### src/hdl/tgbc_pkg.sv
package tgbc_pkg;

    // grid storage
    localparam int MAX_COLS = 64;
    localparam int MAX_ROWS = 64;
    localparam int COL_W    = $clog2(MAX_COLS);
    localparam int ROW_W    = $clog2(MAX_ROWS);
    localparam int FIX_W    = (COL_W > ROW_W) ? COL_W : ROW_W;
    localparam int ADDR_W   = $clog2(MAX_COLS * MAX_ROWS);
    localparam int MAX_DIM  = (MAX_COLS > MAX_ROWS) ? MAX_COLS : MAX_ROWS;
    localparam int LIM_W    = $clog2(MAX_DIM + 1);

    // field widths
    localparam int POS_W  = 12;
    localparam int SIZE_W = 9;
    localparam int Y_W    = 14;
    localparam int KIND_W = 4;
    localparam int TS_W   = 7;
    localparam int MAP_W  = 7;
    localparam int SNAP_W = 8;
    localparam int CFG_W  = 8;
    localparam int CIDX_W = 2;

    // divider: numerator is an edge coordinate, up to pos + size - 1
    localparam int QW     = POS_W + 1;
    localparam int DCNT_W = $clog2(QW);
    localparam int TOP_W  = QW + TS_W;
    localparam int SW     = TOP_W + 2;

    localparam logic signed [Y_W-1:0] Y_MIN = -(2 ** (Y_W - 1));
    localparam logic signed [Y_W-1:0] Y_MAX = (2 ** (Y_W - 1)) - 1;

    // request codes
    localparam logic [2:0] REQ_LOAD  = 3'd0;
    localparam logic [2:0] REQ_LEFT  = 3'd1;
    localparam logic [2:0] REQ_RIGHT = 3'd2;
    localparam logic [2:0] REQ_DOWN  = 3'd3;
    localparam logic [2:0] REQ_UP    = 3'd4;

    // register indexes
    localparam logic [CIDX_W-1:0] CFG_TILE_SIZE  = 2'd0;
    localparam logic [CIDX_W-1:0] CFG_MAP_WIDTH  = 2'd1;
    localparam logic [CIDX_W-1:0] CFG_MAP_HEIGHT = 2'd2;
    localparam logic [CIDX_W-1:0] CFG_SNAP_LIMIT = 2'd3;

    typedef enum logic [2:0] {
        ST_IDLE,
        ST_LOAD,
        ST_DIV,
        ST_SETUP,
        ST_SCAN,
        ST_DRAIN,
        ST_FIN
    } state_t;

    typedef struct packed {
        logic capture;
        logic wr_en;
        logic div_step;
        logic setup;
        logic rd_en;
        logic out_load;
    } cmd_t;

    typedef struct packed {
        logic div_done;
        logic scan_more;
        logic out_free;
    } sts_t;

endpackage

### src/hdl/tgbc_ctrl.sv
module tgbc_ctrl (
    input  logic                clk,
    input  logic                rst_n,
    input  logic                in_valid,
    input  logic [2:0]          req_type,
    output logic                in_ready,
    input  tgbc_pkg::sts_t      sts,
    output tgbc_pkg::cmd_t      cmd
);

    tgbc_pkg::state_t state_reg;
    tgbc_pkg::state_t state_next;

    always_ff @(posedge clk or negedge rst_n)
    begin
        if (!rst_n)
        begin
            state_reg <= tgbc_pkg::ST_IDLE;
        end
        else
        begin
            state_reg <= state_next;
        end
    end

    always_comb
    begin
        state_next = state_reg;
        unique case (state_reg)
            tgbc_pkg::ST_IDLE:
            begin
                if (in_valid)
                begin
                    if (req_type == tgbc_pkg::REQ_LOAD)
                    begin
                        state_next = tgbc_pkg::ST_LOAD;
                    end
                    else if (req_type == tgbc_pkg::REQ_LEFT || req_type == tgbc_pkg::REQ_RIGHT
                             || req_type == tgbc_pkg::REQ_DOWN || req_type == tgbc_pkg::REQ_UP)
                    begin
                        state_next = tgbc_pkg::ST_DIV;
                    end
                    else
                    begin
                        state_next = tgbc_pkg::ST_FIN;
                    end
                end
            end
            tgbc_pkg::ST_LOAD:  state_next = tgbc_pkg::ST_FIN;
            tgbc_pkg::ST_DIV:
            begin
                if (sts.div_done)
                begin
                    state_next = tgbc_pkg::ST_SETUP;
                end
            end
            tgbc_pkg::ST_SETUP: state_next = tgbc_pkg::ST_SCAN;
            tgbc_pkg::ST_SCAN:
            begin
                if (!sts.scan_more)
                begin
                    state_next = tgbc_pkg::ST_DRAIN;
                end
            end
            tgbc_pkg::ST_DRAIN: state_next = tgbc_pkg::ST_FIN;
            tgbc_pkg::ST_FIN:
            begin
                if (sts.out_free)
                begin
                    state_next = tgbc_pkg::ST_IDLE;
                end
            end
            default:            state_next = tgbc_pkg::ST_IDLE;
        endcase
    end

    always_comb
    begin
        cmd      = '0;
        in_ready = 1'b0;
        unique case (state_reg)
            tgbc_pkg::ST_IDLE:
            begin
                in_ready    = 1'b1;
                cmd.capture = in_valid;
            end
            tgbc_pkg::ST_LOAD:  cmd.wr_en    = 1'b1;
            tgbc_pkg::ST_DIV:   cmd.div_step = 1'b1;
            tgbc_pkg::ST_SETUP: cmd.setup    = 1'b1;
            tgbc_pkg::ST_SCAN:  cmd.rd_en    = sts.scan_more;
            tgbc_pkg::ST_DRAIN: cmd          = '0;
            tgbc_pkg::ST_FIN:   cmd.out_load = sts.out_free;
            default:            cmd          = '0;
        endcase
    end

endmodule

### config.mk
export PLATFORM = sky130hd
export DESIGN_NAME = tgbc_ctrl
export DESIGN_NICKNAME = d
export VERILOG_FILES = /design/src/hdl/tgbc_pkg.sv /design/src/hdl/tgbc_ctrl.sv
export SDC_FILE = /design/constraint.sdc
export NUM_CORES = 1
export LEC_CHECK = 0
export ABC_AREA = 1
export BUFFER_PORTS_ARGS = -buffer_cell sky130_fd_sc_hd__buf_4
export CORE_AREA = 5 5 42 44
export CTS_BUF_LIST = sky130_fd_sc_hd__clkbuf_4
export DETAILED_ROUTE_END_ITERATION = 7
export DIE_AREA = 0 0 47 49
export PLACE_DENSITY_LB_ADDON = 0.05
export SLEW_MARGIN = 30
export SYNTH_ARGS = -nofsm -noshare
export SYNTH_HDL_FRONTEND = slang
export SYNTH_SLANG_ARGS = --single-unit
### constraint.sdc
create_clock -name clk -period 1.8 [get_ports clk]
set_clock_uncertainty 0.15 [all_clocks]
set_input_delay 0.18 -clock clk [delete_from_list [all_inputs] [get_ports clk]]
set_output_delay 0.18 -clock clk [all_outputs]
set_load 0.005 [all_outputs]
== After elaboration in Yosys (flattened, before gate mapping) ==
Index checks and enable logic that the tools add are counted.
Word-level totals
  register bits: 3
  output and inout port bits: 7
  logic and storage cells: 36
Operators by class
  reductions and logical operators: 7
  equal/unequal tests: 14
  mux-type cells: 14
Operators by type and width (number)
  $mux W3: 6
  $pmux W3 S6: 1
  $eq A3 B2 Y1 const B: 4
  $eq A3 B3 Y1 const B: 4
  $ne A2 B2 Y1 const B: 4
  $mux W1: 7
  $eq A3 B1 Y1 const B: 2
  $logic_not A3 Y1: 2
  $reduce_and A4 Y1: 1
  $logic_or A1 B1 Y1: 3
  $reduce_or A2 Y1: 1

== Logic depth before layout (Yosys ltp) ==
Gate-level depths: netlist of run 1.
  word-level depth: 8
  depth in mapped cells: 8
  depth with buffers taken out: 7

== Least setup slack after synthesis of run 1 ==
No wires, ideal clock.
  kind: register to register
  start point: register state_reg[1]
  end point: register state_reg[1]
  arrival time: 939 ps
  data required time: 1527 ps
  setup slack: 588 ps
  clock period less this slack: 1212 ps
  library setup time: 123 ps
  stages on the path, launching flop included: 8
  cell sequence: dfrtp_1 buf_6 nor2_1 nand3_1 nand2_2 nor2_1 nand2_1 nand2_1
Between the ends
  word-level cells in the longest chain between the ends: 3
RTL lines
  start, declared: RTL line tgbc_ctrl.sv:11  | tgbc_pkg::state_t state_reg;
  start signal, assigned: RTL line tgbc_ctrl.sv:18  | state_reg <= tgbc_pkg::ST_IDLE;
  start signal, assigned: RTL line tgbc_ctrl.sv:22  | state_reg <= state_next;
  $eq A3 B3 Y1 (tied with other cells): RTL line tgbc_ctrl.sv:29  | unique case (state_reg)
  $reduce_or A2 Y1 (no line) / $ne A2 B2 Y1 (equally long branches)
  $pmux W3 S6 / $reduce_and A4 Y1 (equally long branches)
Parallel ways exist; a longest one is shown, timed or not.
A chain may end at the register's enable or synchronous reset.

==> impl_metrics.prom, run 1 <==
# TYPE chip_impl_metric gauge
chip_impl_info{name="crit_start",value="state_reg[1]$_DFFE_PN0P_"} 1
chip_impl_metric{name="netlist_instances",unit=""} 47
chip_impl_metric{name="cts.path.max_buffers",unit=""} 2
chip_impl_info{name="clock_tree_from_tritoncts",value="done"} 1
chip_impl_metric{name="dieWidth",unit="um"} 47
chip_impl_metric{name="finalMaxSlewViolations",unit=""} 0
chip_impl_metric{name="tritoncts_num_sinks",unit=""} 3
chip_impl_metric{name="finalCriticalPeriod",unit="ns"} 1.58
chip_impl_metric{name="timing.final.setup_violations",unit=""} 0
chip_impl_metric{name="rrSetupSlack",unit="ns"} 0.46
chip_impl_metric{name="drt-pass1-iter-count",unit=""} 4
chip_impl_metric{name="global_route.usage.met1",unit="%"} 9.47
chip_impl_metric{name="place_congestion",unit=""} 0.730
chip_impl_metric{name="hold_viol_final",unit=""} 0
chip_impl_metric{name="boundaryPins",unit=""} 16
chip_impl_metric{name="max-slew-margin-rel",unit="%"} 84.5
chip_impl_metric{name="grt_pass1_wl",unit="um"} 1330
chip_impl_metric{name="crit_arrival",unit="ns"} 1.25
chip_impl_metric{name="final_layout_size_suffix_gt1_share",unit="%"} 41.5
chip_impl_metric{name="syn-cell-area",unit="sq um"} 307
chip_impl_metric{name="use_met3",unit="%"} 3.32
chip_impl_metric{name="post-route-drc-count",unit=""} 0
chip_impl_metric{name="die_area",unit="sq mm"} 0.00230
chip_impl_metric{name="wl",unit="um"} 838
chip_impl_info{name="cts.root.buffer_cell",value="sky130_fd_sc_hd__clkbuf_4"} 1
chip_impl_metric{name="hpwl",unit="um"} 689
chip_impl_metric{name="drt.antenna.violating_nets",unit=""} 0
chip_impl_metric{name="initial_utilization",unit="%"} 21.9
chip_impl_metric{name="post_cts.repair.setup_buffers",unit=""} 0
chip_impl_metric{name="grt_antenna_before_repair",unit=""} 0
chip_impl_info{name="crit_path_end_kind",value="primary output"} 1
chip_impl_info{name="grt_busiest_layer",value="met2"} 1
chip_impl_metric{name="routed_via_density",unit=""} 4.33
chip_impl_metric{name="max_cap_violations",unit=""} 0
chip_impl_metric{name="postSynthNetCount",unit=""} 56
chip_impl_metric{name="finalSetupTns",unit="ns"} 0
chip_impl_info{name="start_kind",value="flop"} 1
chip_impl_info{name="r2r-end",value="state_reg[1]$_DFFE_PN0P_"} 1
chip_impl_metric{name="postSynthRegisterBits",unit=""} 3
chip_impl_info{name="worst_flop_to_flop_path_startpoint",value="state_reg[1]$_DFFE_PN0P_"} 1
chip_impl_metric{name="critPathRequiredTime",unit="ns"} 1.47
chip_impl_metric{name="track_usage",unit="%"} 7.89
chip_impl_metric{name="path_clk_slew",unit="ns"} 0.04
chip_impl_info{name="leading_cell_type_in_the_layout_fill_and_taps_excluded",value="sky130_fd_sc_hd__buf_4"} 1
chip_impl_metric{name="htree_num_levels",unit=""} 1
chip_impl_metric{name="grt-ovfl-total",unit=""} 0
chip_impl_metric{name="yosys_warnings",unit=""} 0
chip_impl_metric{name="coreArea",unit="sq mm"} 0.00140
chip_impl_metric{name="grt_max_degree",unit=""} 12
chip_impl_metric{name="detailroute.via_count",unit=""} 351
chip_impl_metric{name="critPathMaxFanout",unit=""} 11
chip_impl_metric{name="finish.net_count",unit=""} 75
chip_impl_metric{name="cts_inserted_buffers",unit=""} 3
chip_impl_metric{name="period_share",unit="%"} 87.8
chip_impl_metric{name="max_freq",unit="GHz"} 0.633
chip_impl_metric{name="power.ir.vdd_worst",unit="mV"} 0.638
chip_impl_info{name="hold_path_class",value="input port to asynchronous set/reset pin"} 1
chip_impl_metric{name="n_antenna_cell",unit=""} 0
chip_impl_info{name="worstSetupPathType",value="flop to primary output"} 1
chip_impl_metric{name="worst-slew-pin-transition",unit="ns"} 0.230
chip_impl_info{name="layout.cells.most_common_list",value="15 x sky130_fd_sc_hd__buf_4, 9 x sky130_fd_sc_hd__nor2_1, 7 x sky130_fd_sc_hd__inv_1, 7 x sky130_fd_sc_hd__nand2_1, 5 x sky130_fd_sc_hd__nor3_1"} 1
chip_impl_metric{name="port_buffers",unit=""} 15
chip_impl_metric{name="worstSkewPairLatency",unit="ns"} 0.23
chip_impl_metric{name="synth-seq-area-share",unit="%"} 24.5
chip_impl_metric{name="area_delta_synth_final",unit="%"} 49.8
chip_impl_metric{name="drt-initial-drc-count",unit=""} 10
chip_impl_info{name="status",value="completed"} 1
chip_impl_metric{name="leakagePower",unit="nW"} 0.250
chip_impl_metric{name="vias_in_the_first_global_route",unit=""} 345
chip_impl_metric{name="dieHeight",unit="um"} 49
chip_impl_metric{name="synth_area_per_cell",unit="sq um"} 6.52
chip_impl_metric{name="power_density",unit="mW/mm^2"} 1480
chip_impl_metric{name="placement_rows",unit=""} 14
chip_impl_metric{name="groute.layer.met2.usage",unit="%"} 11.5
chip_impl_metric{name="largest_reg_flops",unit=""} 3
chip_impl_metric{name="power",unit="uW"} 681
chip_impl_metric{name="worst_r2r_path_depth",unit=""} 5
chip_impl_metric{name="synthDistinctLibCells",unit=""} 17
chip_impl_info{name="unrepaired_setup_endpoints_after_global_routing",value="no"} 1
chip_impl_metric{name="detail_route.wl_per_cell",unit="um"} 10.3
## worst max-delay path, stage by stage, from the launching register on
cell	delay, ns
sky130_fd_sc_hd__dfrtp_2	0.46
sky130_fd_sc_hd__inv_1	0.15
sky130_fd_sc_hd__nor4_1	0.25
sky130_fd_sc_hd__buf_4	0.16
## final cells by class
class | count | area (sq um)
Clock buffer | 4 | 30.0
Fill cell | 174 | 942
Inverter | 8 | 30.0
Multi-Input combinational cell | 34 | 179
Sequential cell | 3 | 77.6
Tap cell | 16 | 20.0
Timing Repair Buffer | 16 | 123
## logic make-up after synthesis
| group | synth area share [%] |
|---|---|
| flip-flops | 24.5 |
| AO/OA/AOI/OAI | 8.57 |
| buffers and inverters | 17.1 |
| AND/OR/NAND/NOR | 49.8 |
## through the flow
step	instance area (sq um)	setup WS (ns)	hold slack (ns)	cells	utilization, %
after floorplan	307	0.588	-0.266	47	-
after CTS	457	0.0808	0.114	81	32.6
after global routing	459	0.0360	0.127	81	32.8
after detailed placement	417	0.340	-0.179	76	29.7
final	459	0.220	0.132	81	32.8
after global placement	417	0.355	-0.178	76	29.7
## Yosys cell counts
master | n | area share (%)
sky130_fd_sc_hd__o21bai_1 | 1 | 2.4
sky130_fd_sc_hd__nand2_1 | 7 | 8.6
sky130_fd_sc_hd__nand4_1 | 1 | 2.0
sky130_fd_sc_hd__dfrtp_1 | 3 | 24
sky130_fd_sc_hd__buf_6 | 2 | 7.3
sky130_fd_sc_hd__inv_2 | 1 | 1.2
sky130_fd_sc_hd__nor3_1 | 5 | 8.2
sky130_fd_sc_hd__nand2_2 | 1 | 2.0
sky130_fd_sc_hd__a21oi_1 | 1 | 1.6
sky130_fd_sc_hd__o21ai_0 | 1 | 1.6
sky130_fd_sc_hd__inv_1 | 7 | 8.6
sky130_fd_sc_hd__o21ai_2 | 1 | 2.9
sky130_fd_sc_hd__nand2_4 | 1 | 3.7
sky130_fd_sc_hd__nor2_1 | 9 | 11
sky130_fd_sc_hd__nand3_1 | 3 | 4.9
sky130_fd_sc_hd__nor4_1 | 1 | 2.0
sky130_fd_sc_hd__nor2_4 | 2 | 7.3
## repair_timing
action,4_1_cts,5_1_grt
gates resized for setup,0,2
setup endpoints to repair,0,2
hold buffers,1,0
hold endpoints to repair,3,0
## metal layers
layer	part of all wire [%]	vias up
li1	-	182
met5	0	-
met4	0	0
met2	47	13
met1	45	156
met3	8.7	0
## how the worst max path moves through the flow
stage / end / cells past startpoint
after floorplan: state_reg[1]$_DFFE_PN0P_ / 7
after global placement: cmd[0] / 3
after detailed placement: state_reg[1]$_DFFE_PN0P_ / 5
after CTS: cmd[0] / 3
after global routing: cmd[0] / 3
final: cmd[0] / 3
## power breakdown
group / internal [mW] / total (mW) / leakage (nW) / switching [mW]
Sequential: 0.104 / 0.178 / 0.0338 / 0.0739
Combinational: 0.163 / 0.371 / 0.198 / 0.208
Clock: 0.0980 / 0.131 / 0.0184 / 0.0334
(Power assumes the default switching activity.)
==> run 2: changes to the inputs <==
Settings changed: CTS_BUF_LIST sky130_fd_sc_hd__clkbuf_4 to sky130_fd_sc_hd__clkbuf_16.
==> run 2 against run 1 <==
Power grew 32%. Final cell count is the same. Sequential power is essentially flat. Global-route usage grew 0.78 points. First-iteration DRC count shrank 10%. Clock power grew to 2.6 times the previous value. Design area grew 11%. Die area is the same. Worst setup slack gained 0.013 ns. Critical path depth is the same. Combinational power is essentially flat. Core utilization grew 3.5 points. Critical endpoint unchanged. Largest cell class unchanged. Largest power group unchanged.
==> impl_metrics.prom, run 2 (synthesis gave the netlist of run 1 again) <==
# TYPE chip_impl_metric gauge
chip_impl_info{name="clock_tree_from_tritoncts",value="done"} 1
chip_impl_metric{name="grt_pass1_wl",unit="um"} 1440
chip_impl_metric{name="tritoncts_num_sinks",unit=""} 3
chip_impl_metric{name="hpwl",unit="um"} 689
chip_impl_metric{name="final_layout_size_suffix_gt1_share",unit="%"} 40.0
chip_impl_metric{name="area_delta_synth_final",unit="%"} 65.7
chip_impl_metric{name="placement_rows",unit=""} 14
chip_impl_metric{name="vias_in_the_first_global_route",unit=""} 352
chip_impl_metric{name="timing.final.setup_violations",unit=""} 0
chip_impl_metric{name="detailedPlace.worstSlack",unit="ns"} 0.340
chip_impl_metric{name="drt.antenna.violating_nets",unit=""} 0
chip_impl_metric{name="max_freq",unit="GHz"} 0.638
chip_impl_metric{name="worstSkewPairLatency",unit="ns"} 0.22
chip_impl_metric{name="cts.path.max_buffers",unit=""} 2
chip_impl_metric{name="coreArea",unit="sq mm"} 0.00140
chip_impl_metric{name="port_buffers",unit=""} 15
chip_impl_info{name="cts.root.buffer_cell",value="sky130_fd_sc_hd__clkbuf_16"} 1
chip_impl_metric{name="finalCriticalPeriod",unit="ns"} 1.57
chip_impl_metric{name="multi_input_area",unit="sq um"} 179
chip_impl_metric{name="drt-pass1-iter-count",unit=""} 4
chip_impl_metric{name="power.ir.vdd_worst",unit="mV"} 0.642
chip_impl_metric{name="crit_arrival",unit="ns"} 1.24
chip_impl_metric{name="finalSetupTns",unit="ns"} 0
chip_impl_metric{name="sw_frac_of_total",unit="%"} 38.2
chip_impl_metric{name="n_antenna_cell",unit=""} 0
chip_impl_metric{name="worst-slew-pin-transition",unit="ns"} 0.229
chip_impl_metric{name="grt-ovfl-total",unit=""} 0
chip_impl_metric{name="period_share",unit="%"} 87.1
chip_impl_metric{name="grt_antenna_before_repair",unit=""} 0
chip_impl_metric{name="cts_inserted_buffers",unit=""} 3
chip_impl_metric{name="boundaryPins",unit=""} 16
chip_impl_metric{name="finalMaxSlewViolations",unit=""} 0
chip_impl_info{name="unrepaired_setup_endpoints_after_global_routing",value="no"} 1
chip_impl_metric{name="dieHeight",unit="um"} 49
chip_impl_metric{name="seqPwrFrac",unit="%"} 19.8
chip_impl_metric{name="grt_max_degree",unit=""} 12
chip_impl_metric{name="max_cap_violations",unit=""} 0
chip_impl_metric{name="detail_route.wl_per_cell",unit="um"} 10.8
chip_impl_metric{name="wl",unit="um"} 874
chip_impl_metric{name="drt-initial-drc-count",unit=""} 9
chip_impl_metric{name="p_switching",unit="uW"} 343
chip_impl_metric{name="critPathRequiredTime",unit="ns"} 1.47
chip_impl_info{name="worstSetupPathType",value="flop to primary output"} 1
chip_impl_metric{name="initial_utilization",unit="%"} 21.9
chip_impl_metric{name="place_congestion",unit=""} 0.730
chip_impl_metric{name="dieWidth",unit="um"} 47
chip_impl_metric{name="power_density",unit="mW/mm^2"} 1770
chip_impl_metric{name="critPathMaxFanout",unit=""} 11
chip_impl_metric{name="sequential_cell_area",unit="sq um"} 77.6
chip_impl_metric{name="max-slew-margin-rel",unit="%"} 84.6
chip_impl_metric{name="die_area",unit="sq mm"} 0.00230
chip_impl_metric{name="finish.net_count",unit=""} 75
chip_impl_metric{name="post-route-drc-count",unit=""} 0
chip_impl_metric{name="nFillCells",unit=""} 171
chip_impl_info{name="crit_path_end_kind",value="primary output"} 1
chip_impl_metric{name="power_frac_clock",unit="%"} 38.7
chip_impl_metric{name="path_clk_slew",unit="ns"} 0.03
chip_impl_info{name="start_kind",value="flop"} 1
chip_impl_metric{name="post_cts.repair.setup_buffers",unit=""} 0
chip_impl_metric{name="power",unit="uW"} 897
chip_impl_metric{name="hold_viol_final",unit=""} 0
chip_impl_metric{name="detailroute.via_count",unit=""} 354
chip_impl_metric{name="timing.final.ws_setup",unit="ns"} 0.233
chip_impl_metric{name="internal-power",unit="uW"} 554
chip_impl_metric{name="largest_reg_flops",unit=""} 3
chip_impl_metric{name="htree_num_levels",unit=""} 1
chip_impl_metric{name="routed_via_density",unit=""} 4.37
chip_impl_metric{name="p_comb_share",unit="%"} 41.5
chip_impl_info{name="leading_cell_type_in_the_layout_fill_and_taps_excluded",value="sky130_fd_sc_hd__buf_4"} 1
chip_impl_info{name="status",value="completed"} 1
chip_impl_info{name="layout.cells.most_common_list",value="15 x sky130_fd_sc_hd__buf_4, 9 x sky130_fd_sc_hd__nor2_1, 8 x sky130_fd_sc_hd__inv_1"} 1
chip_impl_metric{name="leakagePower",unit="nW"} 0.274
chip_impl_metric{name="track_usage",unit="%"} 8.67
chip_impl_info{name="hold_path_class",value="input port to asynchronous set/reset pin"} 1
-- run 2: routing by layer --
layer,vias to the layer above,GRT usage [%],share of wire [%]
li1,184,-,-
met2,13,12.4,49
met3,0,4.43,8.4
met5,-,0,0
met4,0,4.15,0
met1,157,10.4,43
-- run 2: final timing paths --
kind | slack (ns) | start | end | cells after the start
min reg2reg | 0.52 | state_reg[1]$_DFFE_PN0P_ | state_reg[1]$_DFFE_PN0P_ | 2
max in group asynchronous | 1.25 | rst_n | state_reg[1]$_DFFE_PN0P_ | 2
min in group clk | 0.20 | sts[1] | state_reg[0]$_DFFE_PN0P_ | 4
min | 0.14 | rst_n | state_reg[0]$_DFFE_PN0P_ | 2
max | 0.23 | state_reg[1]$_DFFE_PN0P_ | cmd[0] | 3
max reg2reg | 0.45 | state_reg[1]$_DFFE_PN0P_ | state_reg[1]$_DFFE_PN0P_ | 5
-- run 2: metrics by stage --
stage / cell area, sq um / cells / hold WS [ns] / util [%]
floorplan: 307 / 47 / -0.266 / -
global placement: 417 / 76 / -0.178 / 29.7
detailed placement: 417 / 76 / -0.179 / 29.7
CTS: 505 / 81 / 0.129 / 36.1
global route: 508 / 81 / 0.145 / 36.3
finish: 508 / 81 / 0.140 / 36.3
-- run 2: layout make-up --
cell class,instances,area share (%)
Timing Repair Buffer,16,24.1
Clock inverter,1,0.739
Tap cell,16,3.94
Multi-Input combinational cell,34,35.2
Sequential cell,3,15.3
Clock buffer,3,14.8
Inverter,8,5.91
-- run 2: critical path, stage by stage (launching register included) --
cell	delay, ns
sky130_fd_sc_hd__dfrtp_2	0.45
sky130_fd_sc_hd__inv_1	0.15
sky130_fd_sc_hd__nor4_1	0.25
sky130_fd_sc_hd__buf_4	0.16
-- run 2: power groups by stage --
stage	registers (mW)	logic (mW)	clock network (mW)
global placement	0.174	0.381	0
detailed placement	0.173	0.373	0
floorplan	0.124	0.334	0
finish	0.178	0.372	0.347
CTS	0.174	0.377	0.357
global route	0.184	0.419	0.370
-- run 2: what timing repair did --
action / CTS / global route
endpoints found under the setup margin: 0 / 1
hold buffers: 1 / 0
hold endpoints to repair: 3 / 0
gates resized for setup: 0 / 2
